===== config.mk =====
export PLATFORM = sky130hd
export DESIGN_NAME = psrb_div
export DESIGN_NICKNAME = d
export VERILOG_FILES = /design/src/hdl/psrb_pkg.sv /design/src/hdl/psrb_div.sv
export SDC_FILE = /design/constraint.sdc
export NUM_CORES = 1
export LEC_CHECK = 0
export ABC_CLOCK_PERIOD_IN_PS = 3300
export BUFFER_PORTS_ARGS = -buffer_cell sky130_fd_sc_hd__buf_2
export CAP_MARGIN = 20
export CORE_ASPECT_RATIO = 0.8
export CORE_UTILIZATION = 55
export DETAILED_ROUTE_END_ITERATION = 10
export PLACE_DENSITY = 0.87
export SLEW_MARGIN = 0
export SYNTH_ARGS = -nofsm -noshare
export SYNTH_HDL_FRONTEND = slang
export SYNTH_SLANG_ARGS = --single-unit

===== constraint.sdc =====
create_clock -name clk -period 3.3 [get_ports clk]
set_input_delay 0.66 -clock clk [delete_from_list [all_inputs] [get_ports clk]]
set_output_delay 0.66 -clock clk [all_outputs]
set_load 0.01 [all_outputs]

===== src/hdl/psrb_pkg.sv =====
`default_nettype none
package psrb_pkg;

	localparam int DEF_REGISTER_COUNT = 8192;

	typedef enum logic [1:0] {
		REQ_RD_CHECK = 2'd0,
		REQ_WR_CHECK = 2'd1,
		REQ_READ     = 2'd2,
		REQ_WRITE    = 2'd3
	} req_t;

	typedef enum logic [1:0] {
		KIND_HOLD  = 2'd0,
		KIND_INPUT = 2'd1,
		KIND_COIL  = 2'd2,
		KIND_DISC  = 2'd3
	} kind_t;

	localparam logic [15:0] ADDR_ENABLE = 16'h0001;
	localparam logic [15:0] ADDR_MODEL  = 16'h0003;
	localparam logic [15:0] ADDR_CLASS  = 16'h0004;
	localparam logic [15:0] ADDR_VREAL  = 16'h0010;
	localparam logic [15:0] ADDR_AREAL  = 16'h0011;
	localparam logic [15:0] ADDR_PWR_HI = 16'h0012;
	localparam logic [15:0] ADDR_PWR_LO = 16'h0013;
	localparam logic [15:0] ADDR_LOAD   = 16'h0024;
	localparam logic [15:0] ADDR_VGOAL  = 16'h0030;
	localparam logic [15:0] ADDR_AGOAL  = 16'h0031;

	localparam logic [15:0] VOLT_LIMIT = 16'd3000;
	localparam logic [15:0] POWER_DIV  = 16'd100;
	localparam logic [15:0] MODEL_ID   = 16'd3010;
	localparam logic [15:0] CLASS_ID   = 16'h4b50;
	localparam logic [15:0] VREAL_INIT = 16'd200;
	localparam logic [15:0] LOAD_INIT  = 16'd100;

	// x / 100 for any 32-bit x as (x * POWER_RECIP) >> POWER_SHIFT
	localparam logic [31:0] POWER_RECIP = 32'd1374389535;
	localparam int          POWER_SHIFT = 37;

	// one port request on the holding store
	typedef struct packed {
		logic        en;
		logic        we;
		logic [15:0] addr;
		logic [15:0] wdata;
	} hold_req_t;

	typedef struct packed {
		logic        en;
		logic        we;
		logic [15:0] addr;
		logic        wbit;
	} coil_req_t;

	typedef struct packed {
		logic        start;
		logic [31:0] dividend;
		logic [15:0] divisor;
	} div_req_t;

	typedef struct packed {
		logic        done;
		logic [31:0] quotient;
	} div_rsp_t;

	typedef struct packed {
		logic        valid;
		logic [15:0] read_value;
		logic        exception;
	} rsp_t;

	function automatic logic [15:0] hold_init(input logic [15:0] addr);
		logic [15:0] v;
		unique case (addr)
			ADDR_MODEL: v = MODEL_ID;
			ADDR_CLASS: v = CLASS_ID;
			ADDR_VREAL: v = VREAL_INIT;
			ADDR_LOAD:  v = LOAD_INIT;
			default:    v = 16'd0;
		endcase
		return v;
	endfunction

endpackage
`default_nettype wire


===== src/hdl/psrb_div.sv =====
`default_nettype none
module psrb_div
	import psrb_pkg::*;
(
	input  wire logic     clk,
	input  wire logic     arst_n,
	input  wire div_req_t req,
	output div_rsp_t      rsp
);

	logic        busy_q;
	logic [4:0]  cnt_q;
	logic        done_q;
	logic [15:0] rem_q;
	logic [31:0] quo_q;
	logic [15:0] dsr_q;

	logic [16:0] shifted;
	logic        fits;

	// restoring division, one quotient bit per cycle
	assign shifted = {rem_q, quo_q[31]};
	assign fits    = shifted >= {1'b0, dsr_q};

	always_ff @(posedge clk or negedge arst_n) begin
		if (!arst_n) begin
			busy_q <= 1'b0;
			cnt_q  <= '0;
			done_q <= 1'b0;
		end else begin
			done_q <= !req.start && busy_q && cnt_q == 5'd31;
			if (req.start) begin
				busy_q <= 1'b1;
				cnt_q  <= '0;
			end else if (busy_q) begin
				cnt_q <= cnt_q + 5'd1;
				if (cnt_q == 5'd31)
					busy_q <= 1'b0;
			end
		end
	end

	always_ff @(posedge clk) begin
		if (req.start) begin
			rem_q <= '0;
			quo_q <= req.dividend;
			dsr_q <= req.divisor;
		end else if (busy_q) begin
			rem_q <= fits ? 16'(shifted - {1'b0, dsr_q}) : shifted[15:0];
			quo_q <= {quo_q[30:0], fits};
		end
	end

	assign rsp.done     = done_q;
	assign rsp.quotient = quo_q;

endmodule
`default_nettype wire


Word level (Yosys, flattened, before mapping)
Index checks and enable logic that the tools add are counted.
- register bits after elaboration: 71
- logic and storage cells: 22
- $add $sub $neg: 2
- order comparisons: 1
- equality and inequality tests: 1
- muxes and demuxes: 8
- reductions and logical operators: 4
- operator list (operator ; count):
    $mux W32 ; 2
    $ge A17 B16 Y1 ; 1
    $mux W16 ; 1
    $sub A16 B16 Y16 ; 1
    $mux W5 ; 2
    $add A5 B1 Y5 const B ; 1
    $eq A5 B5 Y1 const B ; 1
    $mux W1 ; 3
    $logic_and A1 B1 Y1 ; 2
    $reduce_bool A2 Y1 ; 1
    $logic_not A1 Y1 ; 1

Longest topological paths before layout
- word-level depth: 4
- depth in mapped cells: 10
- gate-level depth less buffers: 9

Least setup slack after synthesis
No wires, ideal clock.
- path kind: reg2reg
- from: register quo_q[31]
- to: register rem_q[9]
- setup time: 0.091 ns
- data arrival time: 2.258 ns
- setup slack: 0.951 ns
- cell stages (with the launch flop): 9
- path buffers: 0
- path through: edfxtp_1 inv_1 ha_1 nand2b_1 a21o_1 a211o_1 a221o_1 a221o_1 a311oi_1
- cells in the longest elaborated chain, start to end: 2
- RTL lines (element ; line ; RTL):
    start, declared ; psrb_div.sv:15 ; logic [31:0] quo_q;
    start signal, assigned ; psrb_div.sv:46 ; quo_q <= req.dividend;
    start signal, assigned ; psrb_div.sv:50 ; quo_q <= {quo_q[30:0], fits};
    $sub A16 B16 Y16 or $ge A17 B16 Y1 (tied branches) ; psrb_div.sv:49, psrb_div.sv:23 ;
    $mux W16 (*) ; psrb_div.sv:49 ; rem_q <= fits ? 16'(shifted - {1'b0, dsr_q}) : shifted[15:0];
    end signal, assigned ; psrb_div.sv:49 ;
    end, declared ; psrb_div.sv:14 ; logic [15:0] rem_q;
Every way passes the cells marked *; elsewhere a longest branch is shown, timed or not.
A chain may end at the register's enable or synchronous reset.

Worst setup path after layout
- from: register dsr_q[7]
- to: register rem_q[9]
- cells in the longest elaborated chain, start to end: 2
- RTL lines (element ; line ; RTL):
    start, declared ; psrb_div.sv:16 ; logic [15:0] dsr_q;
    start signal, assigned ; psrb_div.sv:47 ; dsr_q <= req.divisor;
    $sub A16 B16 Y16 or $ge A17 B16 Y1 (tied branches) ; psrb_div.sv:49, psrb_div.sv:23 ;
    $mux W16 (*) ; psrb_div.sv:49 ;
Marked as above.

==> results_dict.tcl <==
set metrics [dict create \
    status "finished, final reports clean" \
    vias 3171 \
    powerDensity_nw_per_um2 585.9 \
    power_mw 2.673 \
    cts_tree "built" \
    syn_inst 361 \
    holdBufCountCts 0 \
    hold_viol 0 \
    cts_root_buf "clkbuf_8" \
    dpl-instance-area_um2 4395 \
    slew_headroom_pct 48.39 \
    synthFlopType "edfxtp_1" \
    tightestPinTransition_ps 774.1 \
    setup_ws_ps 446.9 \
    numClockSinks 71 \
    met1_length_um 3877 \
    crit_top_cell "a221o_1" \
    p_int_mw 1.742 \
    num_io_pins 84 \
    die_area_um2 7450 \
    max_clock_freq_ghz 0.3505 \
    cp_max_fo 15 \
    post-place-cells 514 \
    yosys.area.top_type "edfxtp_1" \
    h-tree-depth 3 \
    port_buffers 83 \
    ys_warn_count 0 \
    insertedDiodeCount 0 \
    skew_ps 7.925 \
    maxUsedRoutingLayer "met4" \
    core-area_um2 6892 \
    worstPathArrival_ps 3110 \
    grt_overflow 0 \
    clk_latency_ps 360 \
    netlist.area_leader.share_pct 36.88 \
    drt-wirelength-per-cell_um 16.89 \
    r2r-start "dsr_q[7]" \
    dp_worst_setup_slack_ps 517.7 \
    gp_congestion 0.9076 \
    grt_pass1_vias 3129 \
    synthArstFlopShare_pct 9.859 \
    cts-resized-gates 0 \
    crit_path_end_kind "flop" \
    ff_latch_area_um2 1937 \
    antenna_found_initial 0 \
    switching_share_pct 34.82 \
    critical_path_class "reg -> reg" \
    cts_setup_buffers 0 \
    syn-cell-area_um2 3909 \
    die_y_um 77.40 \
    dr.pass1.iters 5 \
    slowest_stage "a221o_1" \
    clockBufferDepth 2 \
    post-route-util_pct 66.19 \
    crit_chain "inv_1 > ha_1 > nand2_1 > o21ai_0 > nor3_1 > a221o_1 > a221o_1 > a311oi_1" \
    ir_worst_vdd_mv 0.3248 \
    fin_crit_ps 2853 \
    switching_power_mw 0.9306 \
    final_area_um2 4562 \
    route.detailed.drc 0 \
    pwr-share-comb_pct 33.9 \
    cap_violations 0 \
    wl_met3_um 518 \
    detail-route-antenna-nets 0 \
    cp_num_buf_inv 1 \
    grt_pass1_wl_um 14660 \
    area_growth_syn_to_layout_pct 16.71 \
    leakagePower_nw 1.966 \
    power_frac_clock_pct 22.9 \
    die_w_um 96.25 \
    drt_wl_total_um 8953 \
    max_stage_delay_ps 600 \
    clk_pin_slew_ps 80 \
    stdcell_count 530 \
    syn_avg_cell_area_um2 10.83 \
    multiInputGateArea_um2 1805 \
    cts_buffers 9 \
    wl_met2_um 4381 \
    report.final.slew_viol_count 0 \
    final_common_cell "buf_2" \
    synth.area.top_cells "edfxtp_1, mux2_2, dfxtp_1" \
    final.setup.tns_ps 0 \
    grt_max_degree 66 \
    hp-class "in -> async" \
    setup_viol 0 \
    layout_common_cells "buf_2, edfxtp_1, mux2_2" \
    seq_area_frac_synth_pct 49.55 \
    rows 27 \
    n_fill_cell 550 \
    drive_above_1_share_pct 31.60 \
    rsz0062_at_grt "no" \
    synth-seq-cells 71 \
    synth_edf_count 48 \
    drt_iter0_drc 337 \
    synth_fp_nets 431 \
    fin_crit_sh_pct 86.46 \
    viasPerCell 5.983 \
    cp-start-kind "flop" \
    nNetsFinal 508 \
    grt_usage_pct 26.20 \
    start_util_pct 56.72 \
    worstSetupStartpoint "dsr_q[7]" \
    cp_top_family "compound AO/OA/AOI/OAI gates" \
    holdWs_ps 124.3 \
    ys_types 52 \
    hpwlAfterDp_um 6400 \
    p_seq_share_pct 43.2 \
    cp.required_ps 3560 \
]
[flip-flops by register name, summed over array words and instances (netlist names)]
register and cells:
dsr_q 16, done_q 1, cnt_q 5, quo_q 32, rem_q 16, busy_q 1
[final timing paths]
| kind | end | slack, ps | depth (start not counted) |
|---|---|---|---|
| worst min-delay path | cnt_q[2] | 120 | 1 |
| worst max-delay path | rem_q[9] | 450 | 8 |
| max in group asynchronous | cnt_q[0] | 3010 | 1 |
| min in group clk | dsr_q[3] | 470 | 1 |
| worst max register to register | rem_q[9] | 450 | 8 |
| worst min register to register | rem_q[4] | 520 | 2 |
[layout make-up]
| cell class | count | share of cell area (%) |
|---|---|---|
| clock buffer | 10 | 2.798 |
| tap | 87 | 2.386 |
| timing repair buffer | 89 | 10.37 |
| multi-input combinational | 248 | 39.58 |
| clock inverter | 6 | 0.8502 |
| sequential | 71 | 42.46 |
| inverter | 19 | 1.563 |
[worst register-to-register path, delay by kind of cell, from the launching register on]
kind | cells | cell delay (ps)
AOI/OAI and AO/OA | 4 | 1690
adders and majority gates | 1 | 400
DFF | 1 | 340
and+or+nand+nor | 2 | 290
buffers and inverters | 1 | 40
[cell usage after synthesis (2+ instances only)]
| cell type | count |
|---|---|
| nor2_1 | 29 |
| o31ai_1 | 3 |
| buf_2 | 3 |
| xor2_1 | 5 |
| clkbuf_1 | 17 |
| inv_1 | 19 |
| or3_1 | 2 |
| and2_1 | 3 |
| nand3_1 | 16 |
| a21boi_0 | 2 |
| mux2_2 | 32 |
| o211ai_1 | 3 |
| a311oi_1 | 10 |
| a21o_1 | 8 |
| dfxtp_1 | 16 |
| mux2i_1 | 3 |
| nor3b_1 | 4 |
| nand2_1 | 18 |
| o21bai_1 | 2 |
| dfrtp_1 | 7 |
| or2_2 | 2 |
| edfxtp_1 | 48 |
| nand4_1 | 4 |
| a31oi_1 | 7 |
| a221o_1 | 3 |
| nor3_1 | 7 |
| o21ai_0 | 14 |
| a211o_1 | 4 |
| a211oi_1 | 3 |
| a21oi_1 | 17 |
| nand2b_1 | 6 |
| xnor2_1 | 7 |
| ha_1 | 18 |
[kinds of logic after synthesis]
| family | count (synthesis) | share of synthesized area, % |
|---|---|---|
| and+or+nand+nor | 98 | 12.42 |
| adders and majority gates | 19 | 6.274 |
| xor gates and xnor gates | 12 | 2.689 |
| buffers and inverters | 42 | 4.257 |
| DFF | 71 | 49.55 |
| AOI/OAI and AO/OA | 84 | 14.82 |
| muxes | 35 | 9.987 |
[power groups by stage]
| stage | registers [mW] | clock network, mW | logic [mW] |
|---|---|---|---|
| 2_1_floorplan | 1.18 | 0 | 0.627 |
| 3_3_place_gp | 1.16 | 0 | 0.854 |
| 3_5_place_dp | 1.17 | 0 | 0.883 |
| 4_1_cts | 1.15 | 0.617 | 0.889 |
| 5_1_grt | 1.17 | 0.655 | 1.00 |
| 6_report | 1.15 | 0.611 | 0.906 |
[metal layers]
| metal | up-vias | track usage [%] |
|---|---|---|
| met5 | - | 0 |
| met2 | 108 | 40.78 |
| met4 | 0 | 10.45 |
| li1 | 1504 | - |
| met1 | 1539 | 34.11 |
| met3 | 20 | 7.745 |
No activity file was read; power rests on OpenSTA's default activity.
