File: src/hdl/psrb_pkg.sv
`default_nettype none
package psrb_pkg;

	localparam int DEF_REGISTER_COUNT = 8192;

	typedef enum logic [1:0] {
		REQ_RD_CHECK = 2'd0,
		REQ_WR_CHECK = 2'd1,
		REQ_READ     = 2'd2,
		REQ_WRITE    = 2'd3
	} req_t;

	typedef enum logic [1:0] {
		KIND_HOLD  = 2'd0,
		KIND_INPUT = 2'd1,
		KIND_COIL  = 2'd2,
		KIND_DISC  = 2'd3
	} kind_t;

	localparam logic [15:0] ADDR_ENABLE = 16'h0001;
	localparam logic [15:0] ADDR_MODEL  = 16'h0003;
	localparam logic [15:0] ADDR_CLASS  = 16'h0004;
	localparam logic [15:0] ADDR_VREAL  = 16'h0010;
	localparam logic [15:0] ADDR_AREAL  = 16'h0011;
	localparam logic [15:0] ADDR_PWR_HI = 16'h0012;
	localparam logic [15:0] ADDR_PWR_LO = 16'h0013;
	localparam logic [15:0] ADDR_LOAD   = 16'h0024;
	localparam logic [15:0] ADDR_VGOAL  = 16'h0030;
	localparam logic [15:0] ADDR_AGOAL  = 16'h0031;

	localparam logic [15:0] VOLT_LIMIT = 16'd3000;
	localparam logic [15:0] POWER_DIV  = 16'd100;
	localparam logic [15:0] MODEL_ID   = 16'd3010;
	localparam logic [15:0] CLASS_ID   = 16'h4b50;
	localparam logic [15:0] VREAL_INIT = 16'd200;
	localparam logic [15:0] LOAD_INIT  = 16'd100;

	// x / 100 for any 32-bit x as (x * POWER_RECIP) >> POWER_SHIFT
	localparam logic [31:0] POWER_RECIP = 32'd1374389535;
	localparam int          POWER_SHIFT = 37;

	// one port request on the holding store
	typedef struct packed {
		logic        en;
		logic        we;
		logic [15:0] addr;
		logic [15:0] wdata;
	} hold_req_t;

	typedef struct packed {
		logic        en;
		logic        we;
		logic [15:0] addr;
		logic        wbit;
	} coil_req_t;

	typedef struct packed {
		logic        start;
		logic [31:0] dividend;
		logic [15:0] divisor;
	} div_req_t;

	typedef struct packed {
		logic        done;
		logic [31:0] quotient;
	} div_rsp_t;

	typedef struct packed {
		logic        valid;
		logic [15:0] read_value;
		logic        exception;
	} rsp_t;

	function automatic logic [15:0] hold_init(input logic [15:0] addr);
		logic [15:0] v;
		unique case (addr)
			ADDR_MODEL: v = MODEL_ID;
			ADDR_CLASS: v = CLASS_ID;
			ADDR_VREAL: v = VREAL_INIT;
			ADDR_LOAD:  v = LOAD_INIT;
			default:    v = 16'd0;
		endcase
		return v;
	endfunction

endpackage
`default_nettype wire

File: src/hdl/psrb_seq.sv
`default_nettype none
module psrb_seq
	import psrb_pkg::*;
#(
	parameter int NUM_REGS = DEF_REGISTER_COUNT
) (
	input  wire logic        clk,
	input  wire logic        arst_n,
	input  wire logic        req_valid,
	output logic             req_stall,
	input  wire logic [1:0]  req_type,
	input  wire logic [1:0]  reg_kind,
	input  wire logic [15:0] reg_index,
	input  wire logic [15:0] write_value,
	input  wire logic        clearing,
	output hold_req_t        hold_req,
	output coil_req_t        coil_req,
	input  wire logic [15:0] hold_rdata,
	input  wire logic        coil_rdata,
	output div_req_t         div_req,
	input  wire div_rsp_t    div_rsp,
	output rsp_t             res,
	input  wire logic        res_take
);

	typedef enum logic [4:0] {
		ST_IDLE, ST_EXEC, ST_RDWAIT, ST_FETCH, ST_FWAIT, ST_VOLT, ST_MUL1,
		ST_MUL10, ST_DIVGO, ST_DIV1, ST_CURWR, ST_PMUL1, ST_PMUL2, ST_PSCALE,
		ST_PWRHI, ST_PWRLO, ST_DONE
	} state_t;

	typedef enum logic [2:0] {
		F_EN, F_VGOAL, F_AGOAL, F_LOAD, F_VREAL
	} fetch_t;

	function automatic logic [15:0] fetch_addr(input fetch_t sel);
		logic [15:0] a;
		unique case (sel)
			F_EN:    a = ADDR_ENABLE;
			F_VGOAL: a = ADDR_VGOAL;
			F_AGOAL: a = ADDR_AGOAL;
			F_LOAD:  a = ADDR_LOAD;
			F_VREAL: a = ADDR_VREAL;
			default: a = ADDR_ENABLE;
		endcase
		return a;
	endfunction

	state_t      state_q;
	fetch_t      fsel_q;
	fetch_t      fsel_s1;
	logic        fvld_s1;
	logic [15:0] rd_q;
	logic        exc_q;

	req_t        req_q;
	kind_t       kind_q;
	logic [15:0] idx_q;
	logic [15:0] val_q;
	logic        inside_q;
	logic        vstep_q;

	logic [15:0] en_q;
	logic [15:0] vgoal_q;
	logic [15:0] agoal_q;
	logic [15:0] load_q;
	logic [15:0] volt_q;
	logic [15:0] cur_q;
	logic [31:0] ev_q;
	logic [31:0] num_q;
	logic [31:0] vi_q;
	logic [31:0] pw_q;

	logic        accept;
	logic        recalc;
	logic        is_check;
	logic [15:0] vnew;
	logic [15:0] cur_capped;
	logic [31:0] ev_prod;
	logic [31:0] vi_prod;
	logic [47:0] pw_prod;
	logic [63:0] pw_scaled;

	assign req_stall = !(state_q == ST_IDLE && !clearing);
	assign accept    = req_valid && !req_stall;

	assign recalc = idx_q == ADDR_ENABLE || idx_q == ADDR_VGOAL ||
		idx_q == ADDR_AGOAL || idx_q == ADDR_LOAD;
	assign is_check = req_q == REQ_RD_CHECK || req_q == REQ_WR_CHECK;

	assign vnew = (en_q == 16'd0) ? 16'd0 : ((vgoal_q > VOLT_LIMIT) ? VOLT_LIMIT : vgoal_q);
	assign cur_capped = (div_rsp.quotient > 32'(agoal_q)) ? agoal_q : div_rsp.quotient[15:0];
	assign ev_prod = 32'(en_q) * 32'(volt_q);
	assign vi_prod = 32'(volt_q) * 32'(cur_q);
	assign pw_prod = 48'(en_q) * 48'(vi_q);
	// power divided by 100 through a reciprocal multiply
	assign pw_scaled = 64'(pw_q) * 64'(POWER_RECIP);

	always_ff @(posedge clk or negedge arst_n) begin
		if (!arst_n) begin
			state_q <= ST_IDLE;
			fsel_q  <= F_EN;
			fsel_s1 <= F_EN;
			fvld_s1 <= 1'b0;
			rd_q    <= '0;
			exc_q   <= 1'b0;
		end else begin
			fvld_s1 <= state_q == ST_FETCH;
			fsel_s1 <= fsel_q;
			unique case (state_q)
				ST_IDLE: begin
					if (accept)
						state_q <= ST_EXEC;
				end
				ST_EXEC: begin
					rd_q   <= '0;
					exc_q  <= is_check && !inside_q;
					fsel_q <= F_EN;
					priority if (is_check) begin
						state_q <= ST_DONE;
					end else if (req_q == REQ_READ) begin
						state_q <= (inside_q && (kind_q == KIND_HOLD ||
							kind_q == KIND_COIL)) ? ST_RDWAIT : ST_DONE;
					end else begin
						state_q <= (inside_q && kind_q == KIND_HOLD && recalc) ?
							ST_FETCH : ST_DONE;
					end
				end
				ST_RDWAIT: begin
					rd_q    <= (kind_q == KIND_HOLD) ? hold_rdata : {15'd0, coil_rdata};
					state_q <= ST_DONE;
				end
				ST_FETCH: begin
					if (fsel_q == F_VREAL)
						state_q <= ST_FWAIT;
					else
						fsel_q <= fetch_t'(fsel_q + 3'd1);
				end
				ST_FWAIT:  state_q <= ST_VOLT;
				ST_VOLT:   state_q <= ST_MUL1;
				ST_MUL1:   state_q <= ST_MUL10;
				ST_MUL10:  state_q <= ST_DIVGO;
				ST_DIVGO:  state_q <= (load_q == 16'd0) ? ST_CURWR : ST_DIV1;
				ST_DIV1: begin
					if (div_rsp.done)
						state_q <= ST_CURWR;
				end
				ST_CURWR:  state_q <= ST_PMUL1;
				ST_PMUL1:  state_q <= ST_PMUL2;
				ST_PMUL2:  state_q <= ST_PSCALE;
				ST_PSCALE: state_q <= ST_PWRHI;
				ST_PWRHI:  state_q <= ST_PWRLO;
				ST_PWRLO:  state_q <= ST_DONE;
				ST_DONE: begin
					if (res_take)
						state_q <= ST_IDLE;
				end
				default:   state_q <= ST_IDLE;
			endcase
		end
	end

	always_ff @(posedge clk) begin
		if (accept) begin
			req_q    <= req_t'(req_type);
			kind_q   <= kind_t'(reg_kind);
			idx_q    <= reg_index;
			val_q    <= write_value;
			inside_q <= {1'b0, reg_index} < 17'(NUM_REGS);
			vstep_q  <= reg_index == ADDR_ENABLE || reg_index == ADDR_VGOAL;
		end
		// read data lands in the cycle after the fetch was issued
		if (fvld_s1) begin
			unique case (fsel_s1)
				F_EN:    en_q    <= hold_rdata;
				F_VGOAL: vgoal_q <= hold_rdata;
				F_AGOAL: agoal_q <= hold_rdata;
				F_LOAD:  load_q  <= hold_rdata;
				F_VREAL: volt_q  <= hold_rdata;
				default: en_q    <= hold_rdata;
			endcase
		end
		if (state_q == ST_VOLT && vstep_q)
			volt_q <= vnew;
		if (state_q == ST_MUL1)
			ev_q <= ev_prod;
		if (state_q == ST_MUL10)
			num_q <= (ev_q << 3) + (ev_q << 1);
		if (state_q == ST_DIVGO && load_q == 16'd0)
			cur_q <= agoal_q;
		if (state_q == ST_DIV1 && div_rsp.done)
			cur_q <= cur_capped;
		if (state_q == ST_PMUL1)
			vi_q <= vi_prod;
		if (state_q == ST_PMUL2)
			pw_q <= pw_prod[31:0];
		if (state_q == ST_PSCALE)
			pw_q <= 32'(pw_scaled >> POWER_SHIFT);
	end

	always_comb begin
		hold_req = '0;
		coil_req = '0;
		div_req  = '0;
		unique case (state_q)
			ST_EXEC: begin
				if (inside_q && (req_q == REQ_READ || req_q == REQ_WRITE)) begin
					hold_req.en    = kind_q == KIND_HOLD;
					hold_req.we    = req_q == REQ_WRITE;
					hold_req.addr  = idx_q;
					hold_req.wdata = val_q;
					coil_req.en    = kind_q == KIND_COIL;
					coil_req.we    = req_q == REQ_WRITE;
					coil_req.addr  = idx_q;
					coil_req.wbit  = |val_q;
				end
			end
			ST_FETCH: begin
				hold_req.en   = 1'b1;
				hold_req.addr = fetch_addr(fsel_q);
			end
			ST_VOLT: begin
				hold_req.en    = vstep_q;
				hold_req.we    = vstep_q;
				hold_req.addr  = ADDR_VREAL;
				hold_req.wdata = vnew;
			end
			ST_DIVGO: begin
				div_req.start    = load_q != 16'd0;
				div_req.dividend = num_q;
				div_req.divisor  = load_q;
			end
			ST_CURWR: begin
				hold_req.en    = 1'b1;
				hold_req.we    = 1'b1;
				hold_req.addr  = ADDR_AREAL;
				hold_req.wdata = cur_q;
			end
			ST_PWRHI: begin
				hold_req.en    = 1'b1;
				hold_req.we    = 1'b1;
				hold_req.addr  = ADDR_PWR_HI;
				hold_req.wdata = pw_q[31:16];
			end
			ST_PWRLO: begin
				hold_req.en    = 1'b1;
				hold_req.we    = 1'b1;
				hold_req.addr  = ADDR_PWR_LO;
				hold_req.wdata = pw_q[15:0];
			end
			default: begin
				hold_req = '0;
			end
		endcase
	end

	assign res.valid      = state_q == ST_DONE;
	assign res.read_value = rd_q;
	assign res.exception  = exc_q;

endmodule
`default_nettype wire

File: config.mk
export PLATFORM = sky130hd
export DESIGN_NAME = psrb_seq
export DESIGN_NICKNAME = d
export VERILOG_FILES = /design/src/hdl/psrb_pkg.sv /design/src/hdl/psrb_seq.sv
export SDC_FILE = /design/constraint.sdc
export NUM_CORES = 2
export LEC_CHECK = 0
export BUFFER_PORTS_ARGS = -buffer_cell sky130_fd_sc_hd__clkbuf_2
export CAP_MARGIN = 0
export CORE_ASPECT_RATIO = 1.1
export CORE_MARGIN = 2
export CORE_UTILIZATION = 55
export CTS_CLUSTER_DIAMETER = 200
export DETAILED_ROUTE_END_ITERATION = 6
export PLACE_DENSITY = 0.72
export SETUP_SLACK_MARGIN = 0.4
export SYNTH_ARGS = -nofsm -noshare
export SYNTH_HDL_FRONTEND = slang
export SYNTH_SLANG_ARGS = --single-unit
File: constraint.sdc
create_clock -name clk -period 11.4 [get_ports clk]
set_input_delay 1.14 -clock clk [delete_from_list [all_inputs] [get_ports clk]]
set_output_delay 1.14 -clock clk [all_outputs]
set_load 0.01 [all_outputs]
-- Yosys cells after proc, flatten, opt, wreduce, memory -nomap -nowiden
Index checks and enable logic that the tools add are counted.
- muxes and demuxes: 33
- magnitude comparators: 3
- multipliers: 4
- eq/ne operators: 39
- bitwise gates (word level): 1
- reductions and logical operators: 44
- add/sub/neg operators: 2
- operators by type and width (operator ; number):
    $mux 16 ; 9
    $pmux 16 s6 ; 1
    $pmux 16 s5 ; 1
    $pmux 5 s16 ; 1
    $eq 16x6->1 const B ; 4
    $mul 32x31->63 const B ; 1
    $mux 26 ; 2
    $mux 49 ; 1
    $eq 5x4->1 const B ; 8
    $mux 5 ; 8
    $mux 19 ; 2
    $mux 34 ; 1
    $add 32x32->32 ; 1
    $eq 16x1->1 const B ; 2
    $gt 32x16->1 ; 1
    $logic_not 16->1 ; 2
    $mul 16x16->32 ; 1
    $mul 16x32->32 ; 1
    $pmux 16 s2 ; 1
    $mul 16x16->31 ; 1
    $pmux 6 s4 ; 1
    $eq 5x3->1 const B ; 4
    $gt 16x12->1 const B ; 1
    $lt 16x14->1 const B ; 1
    29 further kinds ; 70
- flip-flop bits (word level): 290
- logic and storage cells: 149
- input bits: 91
- output and inout port bits: 121

-- Logic depth before layout (Yosys ltp)
- depth in word-level cells: 9
- mapped depth: 26
- mapped depth without buffers: 25

-- Worst setup path after synthesis
No wires, ideal clock.
- path type: register to register
- start point: register pw_q[16]
- end point: register pw_q[25], data pin
- setup time: 0.254 ns
- buffers on the path: 0
- period minus slack after synthesis: 6.983 ns
- cell stages (with the launch flop): 24
- arrival time: 6.728 ns
- path slack: 4.417 ns
- data required time: 11.146 ns
- cell sequence: edfxtp_1 -> ha_1 -> inv_1 -> fa_1 -> inv_1 -> fa_1 -> fa_1 -> fa_1 -> fa_1 -> fa_1 -> inv_1 -> fa_1 -> inv_1 -> ha_1 -> nand3_1 -> nor4b_1 -> nand4_1 -> a31oi_1 -> nor4bb_1 -> o32ai_1 -> o41ai_2 -> o211ai_1 -> xor2_1 -> o21a_1
- longest elaborated chain between the ends: 2
- RTL lines (item ; line ; source):
    start: declaration ; psrb_seq.sv:72 ; logic [31:0] pw_q;
    start signal: assignment ; psrb_seq.sv:196 ; pw_q <= pw_prod[31:0];
    start signal: assignment ; psrb_seq.sv:198 ; pw_q <= 32'(pw_scaled >> POWER_SHIFT);
    $mul 32x31->63 ; psrb_seq.sv:97 ; assign pw_scaled = 64'(pw_q) * 64'(POWER_RECIP);
    $mux 26 ; psrb_seq.sv:197 ; if (state_q == ST_PSCALE)
No other way between the ends.
A chain may end at the register's enable or synchronous reset.

-- Worst setup path after layout
- start point: register pw_q[6]
- end point: register pw_q[24], data pin
Same word-level chain as after synthesis.

==> metrics.txt <==
# TYPE chip_impl_metric gauge
chip_impl_metric{name="synthesis.nets",unit=""} 7760
chip_impl_metric{name="power_density",unit="nW/um^2"} 48.2
chip_impl_metric{name="tightestPinTransition",unit="ns"} 1.24
chip_impl_metric{name="met2_wirelength",unit="um"} 73900
chip_impl_metric{name="slew_violations",unit=""} 0
chip_impl_metric{name="critPathRequiredTime",unit="ns"} 11.69
chip_impl_info{name="crit_slowest_cell",value="sky130_fd_sc_hd__nor4b_1"} 1
chip_impl_info{name="outcome",value="completed"} 1
chip_impl_info{name="min_path_type",value="reg -> reg"} 1
chip_impl_metric{name="post-route-drc-count",unit=""} 0
chip_impl_metric{name="io-pin-count",unit=""} 212
chip_impl_metric{name="avgViaCountPerCell",unit=""} 5.64
chip_impl_metric{name="setup_slack_placement",unit="ns"} 2.45
chip_impl_metric{name="synth.distinct_cells",unit=""} 72
chip_impl_metric{name="worst_setup_hold_path_clk_slew",unit="ns"} 0.06
chip_impl_metric{name="gp_congestion",unit=""} 0.987
chip_impl_metric{name="clk-insertion-delay-late",unit="ns"} 0.62
chip_impl_info{name="yosys_most_used_dff",value="sky130_fd_sc_hd__edfxtp_1"} 1
chip_impl_metric{name="irDropWorstVdd",unit="mV"} 0.0979
chip_impl_metric{name="fillCellCount",unit=""} 8890
chip_impl_info{name="setup.worst_path.start_class",value="flip-flop"} 1
chip_impl_info{name="buffer_cell_driving_the_clock_tree_root",value="sky130_fd_sc_hd__clkbuf_16"} 1
chip_impl_metric{name="gr-usage-all-layers",unit=""} 0.302
chip_impl_metric{name="path_max_fanout",unit=""} 9
chip_impl_metric{name="dr.first_iter.drc_count",unit=""} 3417
chip_impl_metric{name="tritoncts_num_sinks",unit=""} 289
chip_impl_metric{name="cts-buffers-inserted",unit=""} 40
chip_impl_info{name="cp_common_cell",value="sky130_fd_sc_hd__fa_1"} 1
chip_impl_metric{name="numPortBuffers",unit=""} 210
chip_impl_metric{name="cp.arrival",unit="ns"} 9.51
chip_impl_metric{name="grt_pass1_vias",unit=""} 44900
chip_impl_info{name="layout.cells.most_common",value="sky130_fd_sc_hd__inv_1"} 1
chip_impl_info{name="worst_setup_path_end_kind",value="flip-flop"} 1
chip_impl_metric{name="relSlewSlack",unit=""} 0.175
chip_impl_info{name="unrepaired_setup_endpoints_after_global_routing",value="false"} 1
chip_impl_metric{name="regToRegSetupSlack",unit="ns"} 2.18
chip_impl_info{name="layout_common_cells",value="1411 x sky130_fd_sc_hd__inv_1, 1081 x sky130_fd_sc_hd__fa_1, 752 x sky130_fd_sc_hd__nand2_1, 711 x sky130_fd_sc_hd__ha_1, 377 x sky130_fd_sc_hd__and2_1"} 1
chip_impl_info{name="critical_path.top_delay_family",value="adder cells"} 1
chip_impl_metric{name="synth_area_per_cell",unit="um^2"} 9.74
chip_impl_metric{name="drt_wl_total",unit="um"} 155000
chip_impl_metric{name="synth_async_sr_flop_share",unit=""} 0.100
chip_impl_metric{name="cap_violations",unit=""} 0
chip_impl_metric{name="post_cts_buffers",unit=""} 0
chip_impl_metric{name="largest_net_degree_at_the_start_of_global_routing",unit=""} 50
chip_impl_metric{name="timing.critical_path.slowest_cell_delay",unit="ns"} 0.99
chip_impl_metric{name="synth_seq_cells",unit=""} 289
chip_impl_metric{name="fp.dieW",unit="um"} 312
chip_impl_metric{name="core",unit="um^2"} 104000
chip_impl_metric{name="final_hold_violation_count",unit=""} 0
chip_impl_metric{name="synth_warnings",unit=""} 0
chip_impl_info{name="worstSetupPathType",value="reg -> reg"} 1
chip_impl_metric{name="antenna_violations_before_repair",unit=""} 3
chip_impl_metric{name="setup_slack",unit="ns"} 2.18
chip_impl_metric{name="p_leak",unit="nW"} 30.9
chip_impl_metric{name="route.met3.wl",unit="um"} 13500
chip_impl_metric{name="nets",unit=""} 7863
chip_impl_metric{name="htree_num_levels",unit=""} 2
chip_impl_metric{name="cp.buffers_inverters",unit=""} 6
chip_impl_metric{name="areaGrowthSynthToFinish",unit="%"} 6.67
chip_impl_metric{name="cts_hold_buffers",unit=""} 0
chip_impl_metric{name="via_count",unit=""} 41700
chip_impl_metric{name="syn_area",unit="um^2"} 57200
chip_impl_metric{name="wire_length_of_the_first_global_routing_pass",unit="um"} 250000
chip_impl_metric{name="fmax",unit="MHz"} 108
chip_impl_info{name="dr.max_layer_used",value="met5"} 1
chip_impl_metric{name="core.rowCount",unit=""} 124
chip_impl_metric{name="synth-seq-area-share",unit=""} 0.148
chip_impl_metric{name="period_minus_slack",unit="ns"} 9.22
chip_impl_metric{name="fp.dieArea",unit="um^2"} 107000
chip_impl_info{name="cts_tree",value="built"} 1
chip_impl_metric{name="gr-total-overflow",unit=""} 0
chip_impl_metric{name="drt_pre_antenna_iters",unit=""} 7
chip_impl_metric{name="cts_repair_resize_count",unit=""} 0
chip_impl_metric{name="finClkSkew",unit="ns"} 0.0697
chip_impl_metric{name="tns",unit="ns"} 0
chip_impl_metric{name="floorplan.initialDensity",unit=""} 0.552
chip_impl_metric{name="dp.final_hpwl",unit="um"} 124000
chip_impl_metric{name="layout_worst_path_cycle_share",unit=""} 0.809
chip_impl_metric{name="synth-edff-count",unit=""} 254
chip_impl_metric{name="setup_viol",unit=""} 0
chip_impl_metric{name="p_total",unit="mW"} 2.94
chip_impl_metric{name="antenna_violating_nets_post_route",unit=""} 0
chip_impl_metric{name="dieHeight",unit="um"} 342
chip_impl_metric{name="synthCells",unit=""} 5877
chip_impl_metric{name="final.hold.worst_slack",unit="ns"} 0.431
chip_impl_metric{name="share_of_cells_above_drive_strength_1",unit=""} 0.0615
chip_impl_metric{name="max-clock-path-buffers",unit=""} 3
chip_impl_metric{name="wl_per_cell",unit="um"} 21.0
chip_impl_metric{name="met1Wirelength",unit="um"} 62000
worst register-to-register path, delay by kind of cell, from the launching register on:
kind	cells	cell delay, ns
AO/OA/AOI/OAI	5	1.73
XOR/XNOR	1	0.15
buffers and inverters	6	0.53
adder cells (fa/ha/maj)	9	4.09
flip-flops	1	0.76
AND/OR/NAND/NOR	4	1.68
cells in the mapped netlist, drive strengths merged, types with 20 or more instances:
cell    instances  share of area
nor4           29         0.0032
xor2           40         0.0061
inv          1411          0.093
nor3           33         0.0029
ha            711           0.16
nand2         752          0.049
fa           1081           0.38
o21ai         124          0.011
nand4          24         0.0026
clkbuf        197          0.013
and2          378          0.041
a22o           20         0.0031
o21a           20         0.0026
xnor2         116          0.018
dfrtp          29          0.013
nand3          45         0.0039
edfxtp        254           0.13
a211oi         21         0.0028
a21o           68         0.0089
a21oi         125          0.011
nor2          120         0.0079
state kept, by name, summed over array words and instances, names as in the netlist, 2 cells and up:
name,flops
pw_q,32
en_q,16
vi_q,32
kind_q,2
volt_q,16
fsel_s1,3
cur_q,16
load_q,16
rd_q,16
agoal_q,16
fsel_q,3
idx_q,16
ev_q,31
num_q,31
vgoal_q,16
state_q,5
val_q,16
req_q,2
power breakdown:
group	switching [mW]	total, mW	internal [mW]	leakage [nW]
Clock	0.534	1.29	0.755	0.651
Sequential	0.0197	1.20	1.18	2.74
Combinational	0.291	0.454	0.163	27.5
metrics by stage:
step	utilization	area, um^2	instances
5_1_grt	0.589	61100	7398
3_5_place_dp	0.576	59700	7324
4_1_cts	0.589	61100	7398
6_report	0.589	61100	7399
3_3_place_gp	0.576	59700	7324
2_1_floorplan	-	57200	5877
cell type report:
class / instances / area (um^2) / area share
multi-input cells: 3972 / 42700 / 0.700
flip-flops and latches: 289 / 8470 / 0.139
inverters: 1411 / 5300 / 0.0867
well taps: 1386 / 1730 / 0.0284
repair buffers: 266 / 1470 / 0.0241
clock buffers: 57 / 1100 / 0.0181
clock inverters: 17 / 243 / 0.00397
diodes: 1 / 2.50 / 0.0000410
cell families after synthesis:
family                     Yosys count  share of synthesized area
other                                1                  0.0000655
xor gates and xnor gates           156                     0.0239
DFF                                289                      0.148
AOI/OAI and AO/OA                  513                     0.0590
muxes                               30                    0.00625
buffers and inverters             1616                      0.107
adders and majority gates         1792                      0.533
and+or+nand+nor                   1480                      0.123
final timing paths:
path / cells after the start / start / to
min in group asynchronous: 1 / arst_n / rd_q[15]$_DFFE_PN0P_
max in group asynchronous: 1 / arst_n / state_q[0]$_DFFE_PN0P_
setup / recovery: 25 / pw_q[6]$_DFFE_PP_ / pw_q[24]$_DFFE_PP_
hold reg to reg: 0 / ev_q[0]$_DFFE_PP_ / num_q[1]$_DFFE_PP_
setup reg to reg: 25 / pw_q[6]$_DFFE_PP_ / pw_q[24]$_DFFE_PP_
hold / removal: 0 / ev_q[0]$_DFFE_PP_ / num_q[1]$_DFFE_PP_
per-layer routing:
metal,GRT usage,vias up
met5,0,-
met4,0.107,2
met3,0.0457,331
met2,0.501,1786
met1,0.407,21300
li1,-,18300
(Power assumes the default switching activity.)
